`src/hw/rtl/tbma_pkg.sv`:
```
package tbma_pkg;

   localparam int PRICE_W   = 32;
   localparam int MINUTE_W  = 11;
   localparam int WINDOW_W  = 7;
   localparam int COUNT_W   = 7;
   localparam int SUM_W     = PRICE_W + WINDOW_W;
   localparam int DIV_CNT_W = $clog2(SUM_W);

   localparam logic OP_TICK  = 1'b0;
   localparam logic OP_QUERY = 1'b1;

   typedef struct packed {
      logic                op;
      logic [PRICE_W-1:0]  price;
      logic [MINUTE_W-1:0] minute_of_day;
      logic [WINDOW_W-1:0] window;
   } req_type;

   typedef struct packed {
      logic [PRICE_W-1:0] average;
      logic               average_valid;
      logic [PRICE_W-1:0] bar_open;
      logic [PRICE_W-1:0] bar_high;
      logic [PRICE_W-1:0] bar_low;
      logic [PRICE_W-1:0] bar_close;
      logic [COUNT_W-1:0] bar_count;
   } rsp_type;

   typedef struct packed {
      logic start;
      logic done;
   } div_ctl_type;

endpackage

```
`src/hw/rtl/tbma_ring_mem.sv`:
```
module tbma_ring_mem
   import tbma_pkg::*;
#(
   parameter int DEPTH = 64,
   parameter int AW    = 6
) (
   input  logic               clock,
   input  logic               wr_en,
   input  logic [AW-1:0]      wr_addr,
   input  logic [PRICE_W-1:0] wr_data,
   input  logic               rd_en,
   input  logic [AW-1:0]      rd_addr,
   output logic [PRICE_W-1:0] rd_data
);

   logic [PRICE_W-1:0] mem_ff [DEPTH];
   logic [PRICE_W-1:0] rd_data_ff;

   always_ff @(posedge clock) begin
      if (wr_en) begin
         mem_ff[wr_addr] <= wr_data;
      end
   end

   always_ff @(posedge clock) begin
      if (rd_en) begin
         rd_data_ff <= mem_ff[rd_addr];
      end
   end

   assign rd_data = rd_data_ff;

endmodule

```
`src/hw/rtl/tbma_divider.sv`:
```
module tbma_divider
   import tbma_pkg::*;
(
   input  logic                clock,
   input  logic                reset,
   input  logic                start,
   input  logic [SUM_W-1:0]    dividend,
   input  logic [WINDOW_W-1:0] divisor,
   output logic                done,
   output logic [PRICE_W-1:0]  quotient
);

   logic                 busy_ff, busy_in;
   logic                 done_ff, done_in;
   logic [DIV_CNT_W-1:0] cnt_ff, cnt_in;
   logic [WINDOW_W-1:0]  rem_ff, rem_in;
   logic [SUM_W-1:0]     quo_ff, quo_in;
   logic [WINDOW_W-1:0]  dsr_ff, dsr_in;
   logic [WINDOW_W:0]    shifted;
   logic [WINDOW_W:0]    diff;
   logic                 ge;

   always_comb begin
      shifted = {rem_ff, quo_ff[SUM_W-1]};
      ge      = shifted >= {1'b0, dsr_ff};
      diff    = shifted - {1'b0, dsr_ff};
      busy_in = busy_ff;
      done_in = 1'b0;
      cnt_in  = cnt_ff;
      rem_in  = rem_ff;
      quo_in  = quo_ff;
      dsr_in  = dsr_ff;
      if (start) begin
         busy_in = 1'b1;
         cnt_in  = '0;
         rem_in  = '0;
         quo_in  = dividend;
         dsr_in  = divisor;
      end else if (busy_ff) begin
         rem_in = ge ? diff[WINDOW_W-1:0] : shifted[WINDOW_W-1:0];
         quo_in = {quo_ff[SUM_W-2:0], ge};
         cnt_in = cnt_ff + 1'b1;
         if (cnt_ff == DIV_CNT_W'(SUM_W - 1)) begin
            busy_in = 1'b0;
            done_in = 1'b1;
         end
      end
   end

   always_ff @(posedge clock) begin
      if (reset) begin
         busy_ff <= 1'b0;
         done_ff <= 1'b0;
      end else begin
         busy_ff <= busy_in;
         done_ff <= done_in;
      end
   end

   always_ff @(posedge clock) begin
      cnt_ff <= cnt_in;
      rem_ff <= rem_in;
      quo_ff <= quo_in;
      dsr_ff <= dsr_in;
   end

   assign done     = done_ff;
   assign quotient = quo_ff[PRICE_W-1:0];

endmodule

```
`src/hw/rtl/tick_bar_moving_average.sv`:
```
// Builds one-minute OHLC bars from price ticks and answers simple moving-average
// queries over the closes of the newest WINDOW_DEPTH bars, held in a ring memory.
// One word is taken at a time. A tick, or a query whose window is 0 or exceeds the
// bar count, is answered in the cycle after it is taken. A valid query over k
// closes makes k reads through the single read port of the ring memory, then runs
// a 39-step restoring divider that yields one quotient bit per cycle. Every result
// word carries the newest bar and the bar count after the word is applied.
module tick_bar_moving_average
   import tbma_pkg::*;
#(
   parameter int WINDOW_DEPTH = 64
) (
   input  logic    clock,
   input  logic    reset,
   input  logic    req_valid,
   output logic    req_stall,
   input  req_type req_word,
   output logic    rsp_valid,
   input  logic    rsp_stall,
   output rsp_type rsp_word
);

   localparam int AW    = (WINDOW_DEPTH > 1) ? $clog2(WINDOW_DEPTH) : 1;
   localparam int CNT_W = $clog2(WINDOW_DEPTH + 1);
   localparam int CMP_W = (CNT_W > WINDOW_W) ? CNT_W : WINDOW_W;

   localparam logic [1:0] ST_IDLE = 2'd0;
   localparam logic [1:0] ST_SUM  = 2'd1;
   localparam logic [1:0] ST_DIV  = 2'd2;
   localparam logic [1:0] ST_DONE = 2'd3;

   logic [1:0]          state_ff, state_in;
   logic                rsp_valid_ff, rsp_valid_in;
   rsp_type             rsp_word_ff, rsp_word_in;
   logic [AW-1:0]       slot_ff, slot_in;
   logic [CNT_W-1:0]    count_ff, count_in;
   logic [MINUTE_W-1:0] minute_ff, minute_in;
   logic [PRICE_W-1:0]  open_ff, open_in;
   logic [PRICE_W-1:0]  high_ff, high_in;
   logic [PRICE_W-1:0]  low_ff, low_in;
   logic [PRICE_W-1:0]  close_ff, close_in;
   logic [WINDOW_W-1:0] win_ff, win_in;
   logic [WINDOW_W-1:0] issued_ff, issued_in;
   logic [AW-1:0]       raddr_ff, raddr_in;
   logic                pend_ff, pend_in;
   logic [SUM_W-1:0]    sum_ff, sum_in;
   logic [PRICE_W-1:0]  avg_ff, avg_in;

   logic               accept;
   logic               out_free;
   logic               same_bar;
   logic               query_ok;
   logic [CMP_W-1:0]   count_ext;
   logic [CMP_W-1:0]   count_in_ext;
   logic               wr_en;
   logic [AW-1:0]      wr_addr;
   logic               rd_en;
   logic [PRICE_W-1:0] rd_data;
   div_ctl_type        div_ctl;
   logic               div_done;
   logic [PRICE_W-1:0] quotient;

   function automatic logic [AW-1:0] slot_next(input logic [AW-1:0] s);
      return (s == AW'(WINDOW_DEPTH - 1)) ? '0 : s + 1'b1;
   endfunction

   function automatic logic [AW-1:0] slot_prev(input logic [AW-1:0] s);
      return (s == '0) ? AW'(WINDOW_DEPTH - 1) : s - 1'b1;
   endfunction

   assign out_free  = !rsp_valid_ff || !rsp_stall;
   assign req_stall = !(state_ff == ST_IDLE && out_free);
   assign accept    = req_valid && !req_stall;
   assign count_ext = CMP_W'(count_ff);
   assign same_bar  = (count_ff != '0) && (req_word.minute_of_day == minute_ff);
   assign query_ok  = (req_word.window != '0) && (CMP_W'(req_word.window) <= count_ext);

   always_comb begin
      state_in     = state_ff;
      rsp_valid_in = rsp_valid_ff && rsp_stall;
      rsp_word_in  = rsp_word_ff;
      slot_in      = slot_ff;
      count_in     = count_ff;
      minute_in    = minute_ff;
      open_in      = open_ff;
      high_in      = high_ff;
      low_in       = low_ff;
      close_in     = close_ff;
      win_in       = win_ff;
      issued_in    = issued_ff;
      raddr_in     = raddr_ff;
      pend_in      = 1'b0;
      sum_in       = sum_ff;
      avg_in       = avg_ff;
      wr_en        = 1'b0;
      wr_addr      = slot_ff;
      rd_en        = 1'b0;
      div_ctl      = '0;
      div_ctl.done = div_done;

      unique case (state_ff)
         ST_IDLE: begin
            if (accept) begin
               if (req_word.op == OP_TICK) begin
                  close_in = req_word.price;
                  if (same_bar) begin
                     if (req_word.price > high_ff) begin
                        high_in = req_word.price;
                     end
                     if (req_word.price < low_ff) begin
                        low_in = req_word.price;
                     end
                  end else begin
                     if (count_ff != '0) begin
                        slot_in = slot_next(slot_ff);
                     end
                     if (count_ext < CMP_W'(WINDOW_DEPTH)) begin
                        count_in = count_ff + 1'b1;
                     end
                     open_in   = req_word.price;
                     high_in   = req_word.price;
                     low_in    = req_word.price;
                     minute_in = req_word.minute_of_day;
                  end
                  wr_en   = 1'b1;
                  wr_addr = slot_in;
               end
               if (req_word.op == OP_QUERY && query_ok) begin
                  state_in  = ST_SUM;
                  win_in    = req_word.window;
                  issued_in = '0;
                  raddr_in  = slot_ff;
                  sum_in    = '0;
               end else begin
                  rsp_valid_in = 1'b1;
               end
            end
         end
         ST_SUM: begin
            if (pend_ff) begin
               sum_in = sum_ff + SUM_W'(rd_data);
            end
            if (issued_ff != win_ff) begin
               rd_en     = 1'b1;
               pend_in   = 1'b1;
               issued_in = issued_ff + 1'b1;
               raddr_in  = slot_prev(raddr_ff);
            end else if (!pend_ff) begin
               div_ctl.start = 1'b1;
               state_in      = ST_DIV;
            end
         end
         ST_DIV: begin
            if (div_ctl.done) begin
               avg_in   = quotient;
               state_in = ST_DONE;
            end
         end
         ST_DONE: begin
            if (out_free) begin
               rsp_valid_in = 1'b1;
               state_in     = ST_IDLE;
            end
         end
         default: begin
            state_in = ST_IDLE;
         end
      endcase

      count_in_ext = CMP_W'(count_in);
      if (state_ff == ST_IDLE || (state_ff == ST_DONE && out_free)) begin
         if (rsp_valid_in && !(rsp_valid_ff && rsp_stall)) begin
            rsp_word_in.average       = (state_ff == ST_DONE) ? avg_ff : '0;
            rsp_word_in.average_valid = (state_ff == ST_DONE);
            rsp_word_in.bar_open      = open_in;
            rsp_word_in.bar_high      = high_in;
            rsp_word_in.bar_low       = low_in;
            rsp_word_in.bar_close     = (count_in != '0) ? close_in : '0;
            rsp_word_in.bar_count     = count_in_ext[COUNT_W-1:0];
         end
      end
   end

   always_ff @(posedge clock) begin
      if (reset) begin
         state_ff     <= ST_IDLE;
         rsp_valid_ff <= 1'b0;
         slot_ff      <= '0;
         count_ff     <= '0;
         minute_ff    <= '0;
         open_ff      <= '0;
         high_ff      <= '0;
         low_ff       <= '1;
         pend_ff      <= 1'b0;
      end else begin
         state_ff     <= state_in;
         rsp_valid_ff <= rsp_valid_in;
         slot_ff      <= slot_in;
         count_ff     <= count_in;
         minute_ff    <= minute_in;
         open_ff      <= open_in;
         high_ff      <= high_in;
         low_ff       <= low_in;
         pend_ff      <= pend_in;
      end
   end

   always_ff @(posedge clock) begin
      rsp_word_ff <= rsp_word_in;
      close_ff    <= close_in;
      win_ff      <= win_in;
      issued_ff   <= issued_in;
      raddr_ff    <= raddr_in;
      sum_ff      <= sum_in;
      avg_ff      <= avg_in;
   end

   tbma_ring_mem #(
      .DEPTH (WINDOW_DEPTH),
      .AW    (AW)
   ) u_ring (
      .clock   (clock),
      .wr_en   (wr_en),
      .wr_addr (wr_addr),
      .wr_data (req_word.price),
      .rd_en   (rd_en),
      .rd_addr (raddr_ff),
      .rd_data (rd_data)
   );

   tbma_divider u_div (
      .clock    (clock),
      .reset    (reset),
      .start    (div_ctl.start),
      .dividend (sum_ff),
      .divisor  (win_ff),
      .done     (div_done),
      .quotient (quotient)
   );

   assign rsp_valid = rsp_valid_ff;
   assign rsp_word  = rsp_word_ff;

endmodule
```
`config.mk`:
```
export PLATFORM = sky130hd
export DESIGN_NAME = tick_bar_moving_average
export DESIGN_NICKNAME = d
export VERILOG_FILES = /design/src/hw/rtl/tbma_pkg.sv /design/src/hw/rtl/tbma_ring_mem.sv /design/src/hw/rtl/tbma_divider.sv /design/src/hw/rtl/tick_bar_moving_average.sv
export SDC_FILE = /design/constraint.sdc
export NUM_CORES = 2
export LEC_CHECK = 0
export BUFFER_PORTS_ARGS = -buffer_cell sky130_fd_sc_hd__buf_2
export CAP_MARGIN = 20
export CORE_MARGIN = 10
export CORE_UTILIZATION = 25
export DETAILED_ROUTE_END_ITERATION = 10
export HOLD_SLACK_MARGIN = 0.15
export PLACE_DENSITY = 0.35
export SLEW_MARGIN = 10
export SYNTH_ARGS = -nofsm -noshare
export SYNTH_HDL_FRONTEND = slang
export SYNTH_SLANG_ARGS = --single-unit
```
`constraint.sdc`:
```
create_clock -name clock -period 17.3 [get_ports clock]
set_clock_uncertainty 0.1 [all_clocks]
set_input_delay 2.595 -clock clock [delete_from_list [all_inputs] [get_ports clock]]
set_output_delay 2.595 -clock clock [all_outputs]
set_load 0.02 [all_outputs]
```
==> summary.txt <==
Detailed routing
  – DR vias/cell: 4.581
  – DR pass1 iterations: 6
  – Vias: 50173
  – DRC errors left: 0
  – WL final: 337.5 mm
  – DR iter-0 viols: 5184
  – Routed WL per cell: 30.82 um
  – ANT nets after route: 0

Clock network
  – CTS root buf: clkbuf_16
  – CTS buffer count: 293
  – Postcts setup bufs: 0
  – Max Root-Sink Buffers: 4
  – CTS resizes: 0
  – Clock Latency Late Sink: 0.89 ns
  – TritonCTS clock tree: built
  – H-tree depth: 5
  – Hold Buf Count CTS: 0
  – CTS sink cnt: 2556
  – Clock-pin slew on the worst setup and hold paths: 0.06 ns

Power and ir drop
  – Comb power frac: 0.142
  – Cell leakage power: 38.30 nW
  – Sw Ratio: 0.2677
  – Peak VDD IR: 0.07462 mV
  – P per Cell Area: 131.3 nW/um^2
  – Clk pwr share: 0.396
  – Switching pwr: 0.004182 W
  – Int Pwr: 0.01144 W
  – Sequential group share of total power: 0.462

Worst setup path
  – Worst Path Max Fanout: 39
  – Crit start category: register
  – R2R Setup Slk: 10.88 ns
  – Crit path kind: register to register
  – R2R depth: 8
  – Reg2Reg Capture Point: u_ring.rd_data[14]
  – CP required: 17.74 ns
  – CP Capture Type: register
  – Data arrival, critical path: 6.86 ns
  – Worst reg2reg path startpoint: raddr_ff[0]

Yosys
  – Number of flops mapped to enable cells by yosys: 2385
  – Share of async-settable or async-resettable flops after synthesis: 0
  – Yosys cell types: 75
  – Post-Syn Instances: 4941
  – Mapped cell area: 100500 sq um
  – Post-synthesis sequential area ratio: 0.7466
  – Syn. warnings: 0
  – Net Count, Synth: 5119
  – Synth Area per Inst: 20.34 sq um
  – Top FF cell, synth: edfxtp_1
  – #FFs+latches synth: 2556

Global route
  – Largest net degree at the start of global routing: 98
  – GRT busiest layer: met2
  – GRT Total Usage: 0.1535
  – Vias in the first global route: 51335
  – Grt met1 use: 0.2145
  – GR Util met3: 0.02474
  – GR Util met2: 0.2527
  – First-pass GRT wire length: 457.4 mm
  – Total global routing overflow: 0
  – Initial antenna violation count: 68

STA
  – Worst setup margin: 10.88 ns
  – Fmax: 155.7 MHz
  – Final setup violation count: 0
  – Final Hold Viols: 0
  – Crit path time final: 6.421 ns
  – Final slew viol count: 0
  – Fin crit share: 0.3712
  – Slew @ Worst Pin: 1.323 ns
  – Unrepaired setup endpoints after global routing: false
  – Worst slew margin: 0.1084
  – Final setup TNS: 0 ns

Layout
  – Most frequent cells in the layout: 2385 x edfxtp_1, 624 x mux4_2, 304 x clkbuf_16
  – Multi-input combinational cell area: 24630 sq um
  – Fillers: 39074
  – Area delta synth->final: 18.31%
  – Nets: 5604
  – Layout cells sized above 1: 0.2945
  – Reg area: 75040 sq um
  – Most common cell after layout, fill and taps aside: edfxtp_1

Floorplanning
  – Row count: 232
  – Die area: 427800 sq um
  – Core area: 400000 sq um
  – Num ports: 225
  – Initial core utilization: 0.2513
  – Die height: 654.1 um
  – Die X-Extent: 654.1 um

Worst hold path
  – Hold Path Class: register to register
  – Hold depth: 2
  – Hold Path End: close_ff[13]
  – Hold Path Origin: close_ff[13]

Placement
  – Place WS: 10.10 ns
  – Hpwl dp: 215.5 mm
  – RD Place Congestion: 0.7778
  – Port-buffer cells: 224

Run status
  – Status: complete, no violations

Flow run
  – Maxcap violations: 0
## final cells by class
cell class / count / area share
clock buffer: 374 / 0.06711
antenna: 23 / 0.0004840
clock inverter: 159 / 0.01215
tap: 5265 / 0.05540
timing repair buffer: 423 / 0.02326
sequential: 2556 / 0.6311
multi-input combinational: 2045 / 0.2071
inverter: 107 / 0.003430
## synthesized netlist by cell type, drive strengths merged, types with 20 or more instances
library cell  count  area, sq um
nor2            177        664.4
mux4            624        14050
dfxtp           171         3423
nand2           204        765.7
mux2            147         1768
o21ai            47        235.2
xor2             38        332.8
nand2b           45        281.5
a211oi           31        237.7
and2            109        681.9
nand3            32        160.2
clkbuf          118        442.9
nand4            20        125.1
nor3             24        125.1
edfxtp         2385        71620
ha              121         1514
buf             115        563.0
xnor2            33        289.0
inv             106        397.9
a21o             34        255.2
mux2i            66        660.6
a21oi           126        630.6
## cell families (layout without fill, tap and decap cells)
family,after synthesis,after routing,share of synthesized area
fa+ha+maj,123,123,0.01546
buf+inv,340,1063,0.01400
mux,837,837,0.1640
flops,2556,2556,0.7466
simple gates,678,678,0.03245
xor+xnor,71,71,0.006187
other cells,0,23,0
compound gates,336,336,0.02129
## through the flow
stage          power [W]  utilization  hold WS, ns  cell area, sq um  instances
6_report         0.01562       0.2973       0.3441            118900      10952
5_1_grt          0.01623       0.2972       0.3632            118900      10933
4_1_cts          0.01590       0.2970       0.3470            118800      10927
3_5_place_dp    0.009652       0.2734       0.3315            109400      10394
3_3_place_gp    0.009654       0.2733       0.3278            109300      10392
2_1_floorplan   0.008620            -       0.3171            100500       4941
## worst max-delay path: stages (launching register included)
cell	delay [ns]
edfxtp_1	0.39
buf_4	0.56
buf_4	0.79
buf_4	0.82
buf_4	0.77
mux4_2	0.65
mux4_2	0.62
a21oi_1	0.81
nor2_1	0.41
## how the worst max path moves through the flow
stage / start / to / slack (ns) / cells past startpoint
2_1_floorplan: req_word[1] / rsp_word[0] / 1.26 / 8
3_3_place_gp: rsp_stall / u_ring.mem_ff[44][0] / 9.53 / 7
3_5_place_dp: rsp_stall / u_ring.mem_ff[32][29] / 10.10 / 10
4_1_cts: raddr_ff[0] / u_ring.rd_data[2] / 10.75 / 8
5_1_grt: raddr_ff[0] / u_ring.rd_data[3] / 10.50 / 8
6_report: raddr_ff[0] / u_ring.rd_data[14] / 10.88 / 8
## registers in the layout (all words and copies together) (netlist names), 7 cells and up
| signal | cells |
|---|---|
| avg_ff | 32 |
| rsp_word | 168 |
| open_ff | 32 |
| low_ff | 32 |
| sum_ff | 39 |
| win_ff | 7 |
| u_div.dsr_ff | 7 |
| high_ff | 32 |
| count_ext | 7 |
| u_div.rem_ff | 7 |
| u_ring.rd_data | 32 |
| u_div.quo_ff | 39 |
| u_ring.mem_ff | 2048 |
| close_ff | 32 |
| issued_ff | 7 |
| minute_ff | 11 |
## power groups by stage
stage / clock [W] / combinational (W) / sequential (W)
2_1_floorplan: 0 / 0.00110 / 0.00752
6_report: 0.00618 / 0.00222 / 0.00722
4_1_cts: 0.00637 / 0.00229 / 0.00724
5_1_grt: 0.00660 / 0.00238 / 0.00725
3_3_place_gp: 0 / 0.00229 / 0.00737
3_5_place_dp: 0 / 0.00229 / 0.00737
## routing by layer
metal	routed length, um	vias up
met1	150200	27226
met4	6839	6
met5	46	-
li1	-	21193
met2	162100	1380
met3	18370	368
Note: power is estimated with default switching activity, not from simulation.
